==> config.mk <==
export PLATFORM = sky130hd
export DESIGN_NAME = irc_line_tokenizer
export DESIGN_NICKNAME = d
export VERILOG_FILES = /design/src/sv/irct_pkg.sv /design/src/sv/irct_in_stage.sv /design/src/sv/irct_core.sv /design/src/sv/irc_line_tokenizer.sv
export SDC_FILE = /design/constraint.sdc
export NUM_CORES = 1
export LEC_CHECK = 0
export ABC_AREA = 1
export BUFFER_PORTS_ARGS = -buffer_cell sky130_fd_sc_hd__buf_2
export CELL_PAD_IN_SITES_DETAIL_PLACEMENT = 0
export CELL_PAD_IN_SITES_GLOBAL_PLACEMENT = 1
export CORE_MARGIN = 1.5
export CORE_UTILIZATION = 40
export DETAILED_ROUTE_END_ITERATION = 16
export GPL_TIMING_DRIVEN = 0
export MAX_ROUTING_LAYER = met4
export PLACE_DENSITY = 0.74
export SETUP_SLACK_MARGIN = 0.2
export SYNTH_ARGS = -nofsm -noshare
export SYNTH_HDL_FRONTEND = slang
export SYNTH_SLANG_ARGS = --single-unit
==> constraint.sdc <==
create_clock -name clk -period 3.3 [get_ports clk]
set_clock_uncertainty 0.15 [all_clocks]
set_input_delay 0.165 -clock clk [delete_from_list [all_inputs] [get_ports clk]]
set_output_delay 0.165 -clock clk [all_outputs]
set_load 0.02 [all_outputs]
==> src/sv/irct_pkg.sv <==
`timescale 1ns / 1ps
`default_nettype none

package irct_pkg;

    typedef enum logic [3:0] {
        PH_LINE_START   = 4'd0,
        PH_KEY          = 4'd1,
        PH_VALUE        = 4'd2,
        PH_AFTER_TAGS   = 4'd3,
        PH_PREFIX_START = 4'd4,
        PH_PREFIX       = 4'd5,
        PH_CMD_START    = 4'd6,
        PH_CMD_NUM      = 4'd7,
        PH_CMD_ALPHA    = 4'd8,
        PH_PARAM_START  = 4'd9,
        PH_MIDDLE       = 4'd10,
        PH_LAST_START   = 4'd11,
        PH_TRAILING     = 4'd12,
        PH_CR_SEEN      = 4'd13,
        PH_ERROR        = 4'd14
    } phase_t;

    localparam logic [1:0] EV_DATA      = 2'd0;
    localparam logic [1:0] EV_FIELD_END = 2'd1;
    localparam logic [1:0] EV_LINE_END  = 2'd2;

    localparam logic [2:0] FK_KEY    = 3'd0;
    localparam logic [2:0] FK_VALUE  = 3'd1;
    localparam logic [2:0] FK_PREFIX = 3'd2;
    localparam logic [2:0] FK_CMD    = 3'd3;
    localparam logic [2:0] FK_MIDDLE = 3'd4;
    localparam logic [2:0] FK_TRAIL  = 3'd5;

    localparam logic [2:0] ST_OK         = 3'd0;
    localparam logic [2:0] ST_EMPTY      = 3'd1;
    localparam logic [2:0] ST_BAD_TAG    = 3'd2;
    localparam logic [2:0] ST_BAD_ESCAPE = 3'd3;
    localparam logic [2:0] ST_BAD_PREFIX = 3'd4;
    localparam logic [2:0] ST_BAD_CMD    = 3'd5;
    localparam logic [2:0] ST_BAD_PARAM  = 3'd6;
    localparam logic [2:0] ST_BAD_ENDING = 3'd7;

    localparam logic [7:0] CH_NUL    = 8'h00;
    localparam logic [7:0] CH_LF     = 8'h0A;
    localparam logic [7:0] CH_CR     = 8'h0D;
    localparam logic [7:0] CH_SP     = 8'h20;
    localparam logic [7:0] CH_DASH   = 8'h2D;
    localparam logic [7:0] CH_DOT    = 8'h2E;
    localparam logic [7:0] CH_SLASH  = 8'h2F;
    localparam logic [7:0] CH_ZERO   = 8'h30;
    localparam logic [7:0] CH_COLON  = 8'h3A;
    localparam logic [7:0] CH_SEMI   = 8'h3B;
    localparam logic [7:0] CH_EQ     = 8'h3D;
    localparam logic [7:0] CH_AT     = 8'h40;
    localparam logic [7:0] CH_BSLASH = 8'h5C;
    localparam logic [7:0] CH_N      = 8'h6E;
    localparam logic [7:0] CH_R      = 8'h72;
    localparam logic [7:0] CH_S      = 8'h73;

    localparam logic [1:0] NUM_DIGITS = 2'd3;
    localparam logic [9:0] TEN        = 10'd10;

    typedef struct packed {
        logic [1:0] event_kind;
        logic [2:0] field_kind;
        logic [3:0] param_number;
        logic [7:0] data_out;
        logic       key_without_value;
        logic       is_numeric;
        logic [9:0] reply_number;
        logic [2:0] line_status;
        logic       last;
    } result_t;

endpackage

`default_nettype wire

==> src/sv/irct_in_stage.sv <==
`timescale 1ns / 1ps
`default_nettype none

module irct_in_stage (
    input  logic       clk,
    input  logic       rst_n,
    input  logic       in_valid,
    output logic       in_stall,
    input  logic [7:0] line_byte,
    input  logic       advance,
    output logic       byte_valid,
    output logic [7:0] byte_data
);
    logic       valid_reg;
    logic       valid_next;
    logic [7:0] byte_reg;
    logic       accept;

    assign in_stall   = valid_reg && !advance;
    assign accept     = in_valid && !in_stall;
    assign byte_valid = valid_reg;
    assign byte_data  = byte_reg;

    always_comb
    begin
        if (accept)
        begin
            valid_next = 1'b1;
        end
        else if (advance)
        begin
            valid_next = 1'b0;
        end
        else
        begin
            valid_next = valid_reg;
        end
    end

    always_ff @(posedge clk or negedge rst_n)
    begin
        if (!rst_n)
        begin
            valid_reg <= 1'b0;
        end
        else
        begin
            valid_reg <= valid_next;
        end
    end

    always_ff @(posedge clk)
    begin
        if (accept)
        begin
            byte_reg <= line_byte;
        end
    end

endmodule

`default_nettype wire

==> src/sv/irct_core.sv <==
`timescale 1ns / 1ps
`default_nettype none

module irct_core #(
    parameter int MAX_PARAMS = 15
) (
    input  logic              clk,
    input  logic              rst_n,
    input  logic              step_en,
    input  logic [7:0]        line_byte,
    output logic              res_emit,
    output irct_pkg::result_t res
);
    import irct_pkg::*;

    phase_t     phase_reg;
    phase_t     phase_next;
    logic [2:0] err_code_reg;
    logic [2:0] err_code_next;
    logic [3:0] pc_reg;
    logic [3:0] pc_next;
    logic [1:0] vendor_reg;
    logic [1:0] vendor_next;
    logic       nonempty_reg;
    logic       nonempty_next;
    logic       esc_reg;
    logic       esc_next;
    logic [1:0] digit_reg;
    logic [1:0] digit_next;
    logic [9:0] acc_reg;
    logic [9:0] acc_next;

    logic       is_let;
    logic       is_dig;
    logic       is_lf;
    logic       is_cr;
    logic       is_sp;
    logic       key_bad;
    logic       esc_ok;
    logic [7:0] esc_char;
    logic [3:0] pc_inc;
    phase_t     param_phase;
    logic [3:0] digit_val;
    logic       fail_now;
    logic [2:0] fail_code;

    assign is_let    = line_byte inside {[8'h41:8'h5A], [8'h61:8'h7A]};
    assign is_dig    = line_byte inside {[8'h30:8'h39]};
    assign is_lf     = (line_byte == CH_LF);
    assign is_cr     = (line_byte == CH_CR);
    assign is_sp     = (line_byte == CH_SP);
    assign key_bad   = !nonempty_reg || (vendor_reg[1] && !vendor_reg[0]);
    assign pc_inc    = pc_reg + 4'd1;
    assign digit_val = 4'(line_byte - CH_ZERO);
    assign param_phase = (32'(pc_inc) >= MAX_PARAMS) ? PH_LAST_START : PH_PARAM_START;

    always_comb
    begin
        esc_ok   = 1'b1;
        esc_char = line_byte;
        case (line_byte)
            CH_COLON:  esc_char = CH_SEMI;
            CH_S:      esc_char = CH_SP;
            CH_BSLASH: esc_char = CH_BSLASH;
            CH_R:      esc_char = CH_CR;
            CH_N:      esc_char = CH_LF;
            default:   esc_ok   = 1'b0;
        endcase
    end

    // Error detection for the current byte; the first error of a line is kept.
    always_comb
    begin
        fail_now  = 1'b0;
        fail_code = ST_OK;
        case (phase_reg)
            PH_LINE_START:
            begin
                if (is_cr)
                begin
                    fail_now  = 1'b1;
                    fail_code = ST_EMPTY;
                end
                else if (!(line_byte inside {CH_AT, CH_COLON}) && !is_let && !is_dig)
                begin
                    fail_now  = 1'b1;
                    fail_code = ST_BAD_CMD;
                end
            end
            PH_KEY:
            begin
                fail_code = ST_BAD_TAG;
                if (is_let || is_dig || line_byte == CH_DASH)
                begin
                    fail_now = 1'b0;
                end
                else if (line_byte inside {CH_DOT, CH_COLON, CH_SLASH})
                begin
                    fail_now = vendor_reg[0];
                end
                else if (line_byte inside {CH_EQ, CH_SEMI, CH_SP})
                begin
                    fail_now = key_bad;
                end
                else
                begin
                    fail_now = 1'b1;
                end
            end
            PH_VALUE:
            begin
                if (esc_reg)
                begin
                    fail_now  = !esc_ok;
                    fail_code = ST_BAD_ESCAPE;
                end
                else if (line_byte inside {CH_NUL, CH_CR})
                begin
                    fail_now  = 1'b1;
                    fail_code = ST_BAD_TAG;
                end
            end
            PH_AFTER_TAGS:
            begin
                if (line_byte != CH_COLON && !is_let && !is_dig)
                begin
                    fail_now  = 1'b1;
                    fail_code = ST_BAD_CMD;
                end
            end
            PH_PREFIX_START:
            begin
                fail_now  = is_sp || is_cr;
                fail_code = ST_BAD_PREFIX;
            end
            PH_PREFIX:
            begin
                fail_now  = is_cr;
                fail_code = ST_BAD_PREFIX;
            end
            PH_CMD_START:
            begin
                fail_now  = !is_let && !is_dig;
                fail_code = ST_BAD_CMD;
            end
            PH_CMD_NUM:
            begin
                if (digit_reg < NUM_DIGITS)
                begin
                    fail_now  = !is_dig;
                    fail_code = ST_BAD_CMD;
                end
                else
                begin
                    fail_now  = !is_sp && !is_cr;
                    fail_code = ST_BAD_ENDING;
                end
            end
            PH_CMD_ALPHA:
            begin
                fail_now  = !is_let && !is_sp && !is_cr;
                fail_code = ST_BAD_ENDING;
            end
            PH_PARAM_START:
            begin
                fail_now  = line_byte inside {CH_NUL, CH_CR, CH_SP};
                fail_code = ST_BAD_PARAM;
            end
            PH_MIDDLE, PH_LAST_START, PH_TRAILING:
            begin
                fail_now  = (line_byte == CH_NUL);
                fail_code = ST_BAD_PARAM;
            end
            PH_CR_SEEN:
            begin
                fail_now  = 1'b1;
                fail_code = ST_BAD_ENDING;
            end
            default:
            begin
                fail_now  = 1'b0;
                fail_code = ST_OK;
            end
        endcase
    end

    always_comb
    begin
        phase_next    = phase_reg;
        err_code_next = err_code_reg;
        pc_next       = pc_reg;
        vendor_next   = vendor_reg;
        nonempty_next = nonempty_reg;
        esc_next      = esc_reg;
        digit_next    = digit_reg;
        acc_next      = acc_reg;
        if (step_en)
        begin
            if (is_lf)
            begin
                phase_next    = PH_LINE_START;
                err_code_next = ST_OK;
                pc_next       = '0;
                vendor_next   = '0;
                nonempty_next = 1'b0;
                esc_next      = 1'b0;
                digit_next    = '0;
                acc_next      = '0;
            end
            else if (phase_reg == PH_ERROR)
            begin
                phase_next = PH_ERROR;
            end
            else if (fail_now)
            begin
                phase_next    = PH_ERROR;
                err_code_next = fail_code;
                esc_next      = 1'b0;
            end
            else
            begin
                case (phase_reg)
                    PH_LINE_START, PH_AFTER_TAGS, PH_CMD_START:
                    begin
                        if (line_byte == CH_AT && phase_reg == PH_LINE_START)
                        begin
                            phase_next    = PH_KEY;
                            nonempty_next = 1'b0;
                            vendor_next   = '0;
                        end
                        else if (line_byte == CH_COLON)
                        begin
                            phase_next = PH_PREFIX_START;
                        end
                        else if (is_dig)
                        begin
                            phase_next = PH_CMD_NUM;
                            digit_next = 2'd1;
                            acc_next   = 10'(digit_val);
                        end
                        else
                        begin
                            phase_next = PH_CMD_ALPHA;
                        end
                    end
                    PH_KEY:
                    begin
                        if (line_byte == CH_EQ)
                        begin
                            phase_next = PH_VALUE;
                            esc_next   = 1'b0;
                        end
                        else if (line_byte inside {CH_SEMI, CH_SP})
                        begin
                            phase_next    = is_sp ? PH_AFTER_TAGS : PH_KEY;
                            nonempty_next = 1'b0;
                            vendor_next   = '0;
                        end
                        else
                        begin
                            nonempty_next = 1'b1;
                            if (line_byte == CH_SLASH)
                            begin
                                vendor_next = vendor_reg | 2'b01;
                            end
                            else if (line_byte inside {CH_DOT, CH_COLON})
                            begin
                                vendor_next = vendor_reg | 2'b10;
                            end
                        end
                    end
                    PH_VALUE:
                    begin
                        if (esc_reg)
                        begin
                            esc_next = 1'b0;
                        end
                        else if (line_byte == CH_BSLASH)
                        begin
                            esc_next = 1'b1;
                        end
                        else if (line_byte inside {CH_SEMI, CH_SP})
                        begin
                            phase_next    = is_sp ? PH_AFTER_TAGS : PH_KEY;
                            nonempty_next = 1'b0;
                            vendor_next   = '0;
                        end
                    end
                    PH_PREFIX_START:
                    begin
                        phase_next = PH_PREFIX;
                    end
                    PH_PREFIX:
                    begin
                        if (is_sp)
                        begin
                            phase_next = PH_CMD_START;
                        end
                    end
                    PH_CMD_NUM:
                    begin
                        if (digit_reg < NUM_DIGITS)
                        begin
                            digit_next = digit_reg + 2'd1;
                            acc_next   = 10'(acc_reg * TEN + 10'(digit_val));
                        end
                        else if (is_sp)
                        begin
                            pc_next    = pc_inc;
                            phase_next = param_phase;
                        end
                        else
                        begin
                            phase_next = PH_CR_SEEN;
                        end
                    end
                    PH_CMD_ALPHA, PH_MIDDLE:
                    begin
                        if (is_sp)
                        begin
                            pc_next    = pc_inc;
                            phase_next = param_phase;
                        end
                        else if (is_cr)
                        begin
                            phase_next = PH_CR_SEEN;
                        end
                    end
                    PH_PARAM_START:
                    begin
                        phase_next = (line_byte == CH_COLON) ? PH_TRAILING : PH_MIDDLE;
                    end
                    PH_LAST_START, PH_TRAILING:
                    begin
                        phase_next = is_cr ? PH_CR_SEEN : PH_TRAILING;
                    end
                    default:
                    begin
                        phase_next = phase_reg;
                    end
                endcase
            end
        end
    end

    always_comb
    begin
        res_emit = 1'b0;
        res      = '0;
        if (is_lf)
        begin
            res_emit       = 1'b1;
            res.event_kind = EV_LINE_END;
            res.last       = 1'b1;
            if (phase_reg == PH_ERROR)
            begin
                res.line_status = err_code_reg;
            end
            else if (phase_reg == PH_CR_SEEN)
            begin
                res.line_status = ST_OK;
            end
            else if (phase_reg == PH_LINE_START)
            begin
                res.line_status = ST_EMPTY;
            end
            else
            begin
                res.line_status = ST_BAD_ENDING;
            end
        end
        else if (phase_reg != PH_ERROR && !fail_now)
        begin
            res.data_out = line_byte;
            case (phase_reg)
                PH_LINE_START, PH_AFTER_TAGS, PH_CMD_START:
                begin
                    res_emit       = is_let || is_dig;
                    res.field_kind = FK_CMD;
                end
                PH_KEY:
                begin
                    res_emit       = 1'b1;
                    res.field_kind = FK_KEY;
                    if (line_byte inside {CH_EQ, CH_SEMI, CH_SP})
                    begin
                        res.event_kind        = EV_FIELD_END;
                        res.data_out          = '0;
                        res.key_without_value = (line_byte != CH_EQ);
                    end
                end
                PH_VALUE:
                begin
                    res.field_kind = FK_VALUE;
                    if (esc_reg)
                    begin
                        res_emit     = 1'b1;
                        res.data_out = esc_char;
                    end
                    else if (line_byte inside {CH_SEMI, CH_SP})
                    begin
                        res_emit       = 1'b1;
                        res.event_kind = EV_FIELD_END;
                        res.data_out   = '0;
                    end
                    else
                    begin
                        res_emit = (line_byte != CH_BSLASH);
                    end
                end
                PH_PREFIX_START, PH_PREFIX:
                begin
                    res_emit       = 1'b1;
                    res.field_kind = FK_PREFIX;
                    if (is_sp)
                    begin
                        res.event_kind = EV_FIELD_END;
                        res.data_out   = '0;
                    end
                end
                PH_CMD_NUM:
                begin
                    res_emit       = 1'b1;
                    res.field_kind = FK_CMD;
                    if (digit_reg >= NUM_DIGITS)
                    begin
                        res.event_kind   = EV_FIELD_END;
                        res.data_out     = '0;
                        res.is_numeric   = 1'b1;
                        res.reply_number = acc_reg;
                    end
                end
                PH_CMD_ALPHA:
                begin
                    res_emit       = 1'b1;
                    res.field_kind = FK_CMD;
                    if (!is_let)
                    begin
                        res.event_kind = EV_FIELD_END;
                        res.data_out   = '0;
                    end
                end
                PH_PARAM_START:
                begin
                    res_emit         = (line_byte != CH_COLON);
                    res.field_kind   = FK_MIDDLE;
                    res.param_number = pc_reg;
                end
                PH_MIDDLE:
                begin
                    res_emit         = 1'b1;
                    res.field_kind   = FK_MIDDLE;
                    res.param_number = pc_reg;
                    if (is_sp || is_cr)
                    begin
                        res.event_kind = EV_FIELD_END;
                        res.data_out   = '0;
                    end
                end
                PH_LAST_START, PH_TRAILING:
                begin
                    res_emit         = !(phase_reg == PH_LAST_START && line_byte == CH_COLON);
                    res.field_kind   = FK_TRAIL;
                    res.param_number = pc_reg;
                    if (is_cr)
                    begin
                        res.event_kind = EV_FIELD_END;
                        res.data_out   = '0;
                    end
                end
                default:
                begin
                    res_emit = 1'b0;
                end
            endcase
        end
        if (!res_emit)
        begin
            res = '0;
        end
    end

    always_ff @(posedge clk or negedge rst_n)
    begin
        if (!rst_n)
        begin
            phase_reg    <= PH_LINE_START;
            err_code_reg <= ST_OK;
            pc_reg       <= '0;
            vendor_reg   <= '0;
            nonempty_reg <= 1'b0;
            esc_reg      <= 1'b0;
            digit_reg    <= '0;
            acc_reg      <= '0;
        end
        else
        begin
            phase_reg    <= phase_next;
            err_code_reg <= err_code_next;
            pc_reg       <= pc_next;
            vendor_reg   <= vendor_next;
            nonempty_reg <= nonempty_next;
            esc_reg      <= esc_next;
            digit_reg    <= digit_next;
            acc_reg      <= acc_next;
        end
    end

endmodule

`default_nettype wire

==> src/sv/irc_line_tokenizer.sv <==
`timescale 1ns / 1ps
`default_nettype none

// Channel   Handshake            Payload
// input     in_valid / in_stall  line_byte
// output    out_valid/ out_stall event_kind, field_kind, param_number, data_out,
//                                key_without_value, is_numeric, reply_number,
//                                line_status, last
//
// One byte per cycle is sustained while the output is not stalled: a byte is held
// in the input register and is tokenized into the result register as it advances.
// Reset clears the line state to the start of a line and empties both registers.
// A stalled output holds its word, and the input register then stalls the input.

module irc_line_tokenizer #(
    parameter int MAX_PARAMS = 15
) (
    input  logic       clk,
    input  logic       rst_n,
    input  logic       in_valid,
    output logic       in_stall,
    input  logic [7:0] line_byte,
    output logic       out_valid,
    input  logic       out_stall,
    output logic [1:0] event_kind,
    output logic [2:0] field_kind,
    output logic [3:0] param_number,
    output logic [7:0] data_out,
    output logic       key_without_value,
    output logic       is_numeric,
    output logic [9:0] reply_number,
    output logic [2:0] line_status,
    output logic       last
);
    import irct_pkg::*;

    logic       byte_valid;
    logic [7:0] byte_data;
    logic       advance;
    logic       res_emit;
    result_t    res;
    logic       out_valid_reg;
    logic       out_valid_next;
    result_t    out_res_reg;

    assign advance = byte_valid && (!out_valid_reg || !out_stall);

    irct_in_stage u_in_stage (
        .clk        (clk),
        .rst_n      (rst_n),
        .in_valid   (in_valid),
        .in_stall   (in_stall),
        .line_byte  (line_byte),
        .advance    (advance),
        .byte_valid (byte_valid),
        .byte_data  (byte_data)
    );

    irct_core #(
        .MAX_PARAMS (MAX_PARAMS)
    ) u_core (
        .clk       (clk),
        .rst_n     (rst_n),
        .step_en   (advance),
        .line_byte (byte_data),
        .res_emit  (res_emit),
        .res       (res)
    );

    assign out_valid_next = advance ? res_emit : (out_valid_reg && out_stall);

    always_ff @(posedge clk or negedge rst_n)
    begin
        if (!rst_n)
        begin
            out_valid_reg <= 1'b0;
        end
        else
        begin
            out_valid_reg <= out_valid_next;
        end
    end

    always_ff @(posedge clk)
    begin
        if (advance && res_emit)
        begin
            out_res_reg <= res;
        end
    end

    assign out_valid         = out_valid_reg;
    assign event_kind        = out_res_reg.event_kind;
    assign field_kind        = out_res_reg.field_kind;
    assign param_number      = out_res_reg.param_number;
    assign data_out          = out_res_reg.data_out;
    assign key_without_value = out_res_reg.key_without_value;
    assign is_numeric        = out_res_reg.is_numeric;
    assign reply_number      = out_res_reg.reply_number;
    assign line_status       = out_res_reg.line_status;
    assign last              = out_res_reg.last;

    // A line feed always closes the line with a line-end word.
    a_lf_closes_line: assert property (@(posedge clk) disable iff (!rst_n)
        advance && byte_data == CH_LF |=> out_valid && last && event_kind == EV_LINE_END)
        else $error("line feed did not produce a line-end word");

    // The input only stalls behind a held output word.
    a_stall_cause: assert property (@(posedge clk) disable iff (!rst_n)
        in_stall |-> out_valid && out_stall)
        else $error("input stalled without a held output word");

    // Only the line-end word carries a status.
    a_status_on_end: assert property (@(posedge clk) disable iff (!rst_n)
        out_valid && !last |-> line_status == ST_OK && event_kind != EV_LINE_END)
        else $error("status or line end on a word that is not last");

endmodule

`default_nettype wire
**Word level (Yosys, flattened, before mapping)**

Cells that the tools add are included.

- Register bits: 70
- Output and inout bits: 35
- Logic and storage cells: 307
- Input port bits: 12

- Eq/ne operators: 53
- Order comparisons: 9
- Add/subtract/negate cells: 4
- Reductions and logical operators: 81
- $mul: 1
- Bitwise logic cells: 7
- Mux-type cells: 130

Operators by type and width:

| operator | number |
|---|---|
| 4-bit 2-to-1 mux | 21 |
| 10-bit 2-to-1 mux | 7 |
| 8-bit by 6-bit == test with 1-bit output, second input constant | 7 |
| 8-bit 2-to-1 mux | 7 |
| 8-bit case mux with 7 select lines | 1 |
| 2-bit 2-to-1 mux | 24 |
| 1-bit 2-to-1 mux | 42 |
| 8-bit by 7-bit == test with 1-bit output, second input constant | 5 |
| 8-bit case mux with 5 select lines | 1 |
| 4-bit case mux with 9 select lines | 1 |
| 3-bit 2-to-1 mux | 11 |
| 29-bit 2-to-1 mux | 1 |
| 4-bit == test, second input constant | 7 |
| 3-bit case mux with 9 select lines | 1 |
| 11-bit 2-to-1 mux | 2 |
| 1-bit logical AND | 20 |
| 10-bit case mux with 2 select lines | 1 |
| 5-bit OR reduction | 4 |
| 4-bit by 3-bit == test with 1-bit output, second input constant | 4 |
| 8-bit by 4-bit == test with 1-bit output, second input constant | 2 |
| 8-bit by 7-bit greater-or-equal comparator with 1-bit output, second input constant | 2 |
| 8-bit by 7-bit less-or-equal comparator with 1-bit output, second input constant | 2 |
| 8-bit by 6-bit inequality test with 1-bit output, second input constant | 2 |
| 3-bit by 2-bit inequality test with 1-bit output, second input constant | 5 |
| other kinds (55) | 105 |

**Longest topological paths before layout**

- Word-level depth: 15
- Gate-level depth with buffers: 17
- Mapped depth without buffers: 15

**Modules after synthesis**

Synthesis repeated with hierarchy kept, for this count alone.

- Cells, all modules: 627
- Area, all modules: 4779.6 um^2

By module, submodules not included:

| module | seq. area each (um^2) | instances | area an instance (um^2) | cells each |
|---|---|---|---|---|
| irct_core | 675.6 | 1 | 3427.0 | 571 |
| irc_line_tokenizer | 1016.0 | 1 | 1054.8 | 41 |
| irct_in_stage | 265.3 | 1 | 297.8 | 15 |

**Worst setup path after synthesis**

No wires, ideal clock.

- Kind: flip-flop to flip-flop
- Start: reg u_in_stage.byte_reg[3] (netlist: u_in_stage.byte_data[3])
- End: reg out_res_reg (netlist bit data_out[0]), enable pin
- Required time: 2763 ps
- Setup time: 387 ps
- Stages on the path, launching flop included: 16
- Buffers on the path: 2
- Data arrival time: 2297 ps
- Slack: 466 ps
- Period minus slack after synthesis: 2834 ps
- Cell sequence: edfxtp_1 > buf_2 > nor2_1 > nand2_1 > inv_1 > nand2_1 > buf_6 > nand3_2 > nand2_1 > nand4_1 > nand2_2 > nor2_8 > nand4_2 > nand2_1 > nand2_1 > inv_1

- Longest elaborated chain between the ends: 14
- Elaborated cells on any way between the ends: 72
- Classes of those cells: order compare: 6; eq/ne: 16; mux: 16; reduce/logical: 34

RTL lines:

| item | line | text |
|---|---|---|
| from (decl) | irct_in_stage.sv:16 | `logic [7:0] byte_reg;` |
| from (signal assigned) | irct_in_stage.sv:56 | `byte_reg <= line_byte;` |
| 8-bit by 7-bit greater-or-equal comparator with 1-bit output or 8-bit by 7-bit less-or-equal comparator with 1-bit output (tied branches) | irct_core.sv:47 | `assign is_let = line_byte inside {[8'h41:8'h5A], [8'h61:8'h7A]};` |
| 1-bit logical AND | irct_core.sv:47 |  |
| 2-bit nonzero test | irct_core.sv:47 |  |
| 1-bit logical NOT | -- |  |
| 1-bit logical AND (2 in series) | irct_core.sv:84 | `else if (!(line_byte inside {CH_AT, CH_COLON}) && !is_let && !is_dig)` |
| 1-bit 2-to-1 mux | irct_core.sv:84 |  |
| 1-bit 2-to-1 mux | irct_core.sv:79 | `if (is_cr)` |
| 1-bit case mux with 12 select lines | irct_core.sv:76 | `case (phase_reg)` |
| 1-bit logical NOT | irct_core.sv:372 | `else if (phase_reg != PH_ERROR && !fail_now)` |
| 1-bit logical AND | irct_core.sv:372 |  |
| 1-bit 2-to-1 mux | irct_core.sv:372 |  |
| 1-bit 2-to-1 mux (*) | irct_core.sv:350 | `if (is_lf)` |
| 1-bit logical AND (*) | irc_line_tokenizer.sv:86 | `if (advance && res_emit)` |
| to (signal assigned) | irc_line_tokenizer.sv:88 | `out_res_reg <= res;` |
| to (decl) | irc_line_tokenizer.sv:44 | `result_t out_res_reg;` |

Every way passes the cells marked *; elsewhere a longest branch is shown, timed or not.
A chain may end at the register's enable or synchronous reset.

**Worst setup path in the final report**

- Start: reg u_in_stage.byte_reg[4] (netlist: u_in_stage.byte_data[4])
- End: reg out_res_reg (netlist bit data_out[6]), enable pin

Same word-level chain as after synthesis.

==> impl_metrics.ini <==
[status]
status = complete, no violations

[synth]
synthCells = 645
synth_seq_cells = 69
yosysTopAreaCell = edfxtp_1
synth_common_cells = 158 x nand2_1, 85 x nor2_1, 78 x inv_1
synth_edf_count = 40
yosysSeqAreaShare_pct = 39.3
yosys.cell_types.count = 45
yosysWarnings = 0
synthArstFlopShare_pct = 42.0
avgSynthCellArea_um2 = 7.59
syn_area_mm2 = 0.00490
syn_nets = 676
yosysTopAreaCellShare_pct = 24.5
synthFlopType = edfxtp_1
synthTopCellsByArea = edfxtp_1 25%, dfrtp_1 15%, nand2_1 12%, nor2_1 6.5%, inv_1 6.0%
yosysMostFrequentCell = nand2_1

[power]
ir_worst_vdd_uv = 565
p_seq_share_pct = 27.0
p_total_mw = 5.36
clockPowerShare_pct = 19.0
p_per_area_mw_per_mm2 = 922
pwr-share-comb_pct = 54.0
cellInternalPower_mw = 2.87
p_leak_nw = 2.86
switching_share_pct = 46.4
p_sw_mw = 2.49

[floorplanning]
dieArea_mm2 = 0.0129
io_pins = 47
row_count = 40
start_util_pct = 41.0
die_h_um = 114
coreArea_mm2 = 0.0120
die_w_um = 114

[setup_path]
rr_worst_depth = 14
cp-start-kind = flip-flop
worstPathCellList = buf_4, nand2_2, nor2_4, nand2_2, nand2_1, o21ai_1, nand2_1, nand2_2, nor2_8, nand4_2, nand2_1, nand2_2, clkinvlp_4, buf_12
r2r_end = data_out[6]$_SDFFCE_PP0P_
worstPathArrival_ns = 2.78
crit_start = u_in_stage.byte_data[4]$_DFFE_PP_
critPathRequiredTime_ns = 3.20
r2r_slack_ns = 0.42
criticalPathCategory = reg -> reg
critPathBufInv = 3
cp_top_family = simple AND/OR/NAND/NOR gates
cp.depth = 14
crit_slowest_cell = edfxtp_1
slowest_delay_ns = 0.50
cp-endpoint = data_out[6]$_SDFFCE_PP0P_
worstSetupEndpointType = flip-flop
r2r-start = u_in_stage.byte_data[4]$_DFFE_PP_
path_max_fanout = 16
crit_top_cell = nand2_2

[global_routing]
grt_pass1_wl_um = 23500
overflow = 0
antenna_found_initial = 0
grt_start_max_net_pins = 30
grt_pass1_vias = 4444
grt_usage_pct = 24.9

[timing]
rsz0062_at_grt = no
setup_violations = 0
clock.fmax_mhz = 347
max_slew_margin_pct = 53.1
fin_crit_ns = 2.88
drv_slew = 0
fin_crit_sh_pct = 87.3
tns_ns = 0
worst_pin_slew_ns = 0.704
finalHoldViolCount = 0

[clocking]
cts_buffers = 9
clockBufferDepth = 2
tritoncts = done
clock_latency_ns = 0.35
cts_max_level = 3
cts_root_buf = clkbuf_16
clock-sinks = 69
clkTransAtPathRegs_ns = 0.06

[place]
dp_hpwl_um = 11100
port_buffers = 46
gp_congestion = 0.931
dpl.cell_count = 838
place_area_mm2 = 0.00531

[detailed_routing]
via_per_inst = 5.35
ant_nets = 0
dr_total_vias = 4656
firstDrtPassIters = 6
drt-total-wl_um = 14900
wire_per_inst_um = 17.2
first_iter_violations = 391
drc = 0

[finish]
nets = 749
design_area_mm2 = 0.00582
syn_to_final_growth_pct = 18.8
antenna_cells = 0
final_cells = 870
layout-drive-gt1-share_pct = 18.8

[run]
cap_viol_max_count = 0

[worst_hold_path]
hp-class = in -> async
-- how the worst min path moves through the flow --
stage / start / end / slack [ns] / cells after the start
after floorplan: rst_n / out_valid$_DFF_PN0_ / -0.28 / 0
after global placement: rst_n / u_core.pc_reg[2]$_DFFE_PN0P_ / 0.11 / 1
after detailed placement: rst_n / u_core.pc_reg[2]$_DFFE_PN0P_ / 0.11 / 1
after CTS: rst_n / u_core.pc_reg[3]$_DFFE_PN0P_ / 0.29 / 2
after global routing: rst_n / u_core.pc_reg[2]$_DFFE_PN0P_ / 0.34 / 2
final: rst_n / u_core.pc_reg[2]$_DFFE_PN0P_ / 0.25 / 2
-- stage by stage --
| step | util [%] | hold slack (ns) | setup slack [ns] |
|---|---|---|---|
| 2_1_floorplan | - | -0.281 | 0.466 |
| 3_3_place_gp | 44.4 | 0.110 | -0.476 |
| 3_5_place_dp | 44.4 | 0.113 | -0.509 |
| 4_1_cts | 48.4 | 0.292 | 0.267 |
| 5_1_grt | 48.7 | 0.340 | 0.206 |
| 6_report | 48.7 | 0.254 | 0.418 |
-- final cells by class --
type	instances	area, µm²
buffer	17	116
clock buffer	13	270
clock inverter	3	41.3
fill	1185	6140
inverter	90	342
multi-input combinational	469	2540
sequential	69	1930
tap	147	184
timing repair buffer	61	395
timing repair inverter	1	7.51
-- timing repair --
action | in CTS | in global routing
resized for setup | 4 | 4
buffers inserted | 2 | 2
hold buffers | 11 | 0
pin swaps | 0 | 1
setup endpoints to repair | 32 | 33
gates cloned | 1 | 0
endpoints found under the hold margin | 39 | 0
-- worst register-to-register path: stages (launching register included) --
cell and delay [ns]:
edfxtp_1 0.50, buf_4 0.17, nand2_2 0.06, nor2_4 0.19, nand2_2 0.18, nand2_1 0.14, o21ai_1 0.14, nand2_1 0.13
nand2_2 0.09, nor2_8 0.19, nand4_2 0.12, nand2_1 0.10, nand2_2 0.12, clkinvlp_4 0.12, buf_12 0.16
-- layer usage --
metal  track usage [%]  vias up  wire length, µm
li1                  -     2280                -
met1              32.4     2196             6710
met2              37.4      148             6810
met3              4.57       32              884
met4              12.5        0              544
met5                 -        -                0
-- placed cells by master (no fill, tap or decap), types with 12 or more instances in the layout --
master | Yosys | routed
nor2_1 | 85 | 85
o21ai_0 | 29 | 29
inv_1 | 78 | 77
nand2_1 | 158 | 156
edfxtp_1 | 40 | 40
a21oi_1 | 26 | 25
ha_1 | 17 | 17
buf_2 | 8 | 55
nand4_1 | 31 | 31
nand2_2 | 10 | 12
nand3_1 | 34 | 34
dfrtp_1 | 29 | 29
-- power groups by stage --
stage / sequential, mW / combinational, mW / clock [mW]
6_report: 1.45 / 2.90 / 1.02
5_1_grt: 1.48 / 3.25 / 1.07
3_3_place_gp: 1.46 / 2.76 / 0
2_1_floorplan: 1.68 / 1.75 / 0
3_5_place_dp: 1.47 / 2.75 / 0
4_1_cts: 1.45 / 2.87 / 1.04
-- logic make-up (layout without fill, tap and decap cells) --
logic type	after synthesis	after routing	share of synthesized area, %
simple gates	359	359	35.0
buf+inv	107	185	9.25
compound gates	81	81	9.50
flops	69	69	39.3
fa+ha+maj	19	19	5.16
xor+xnor	10	10	1.79
(Power assumes the default switching activity.)
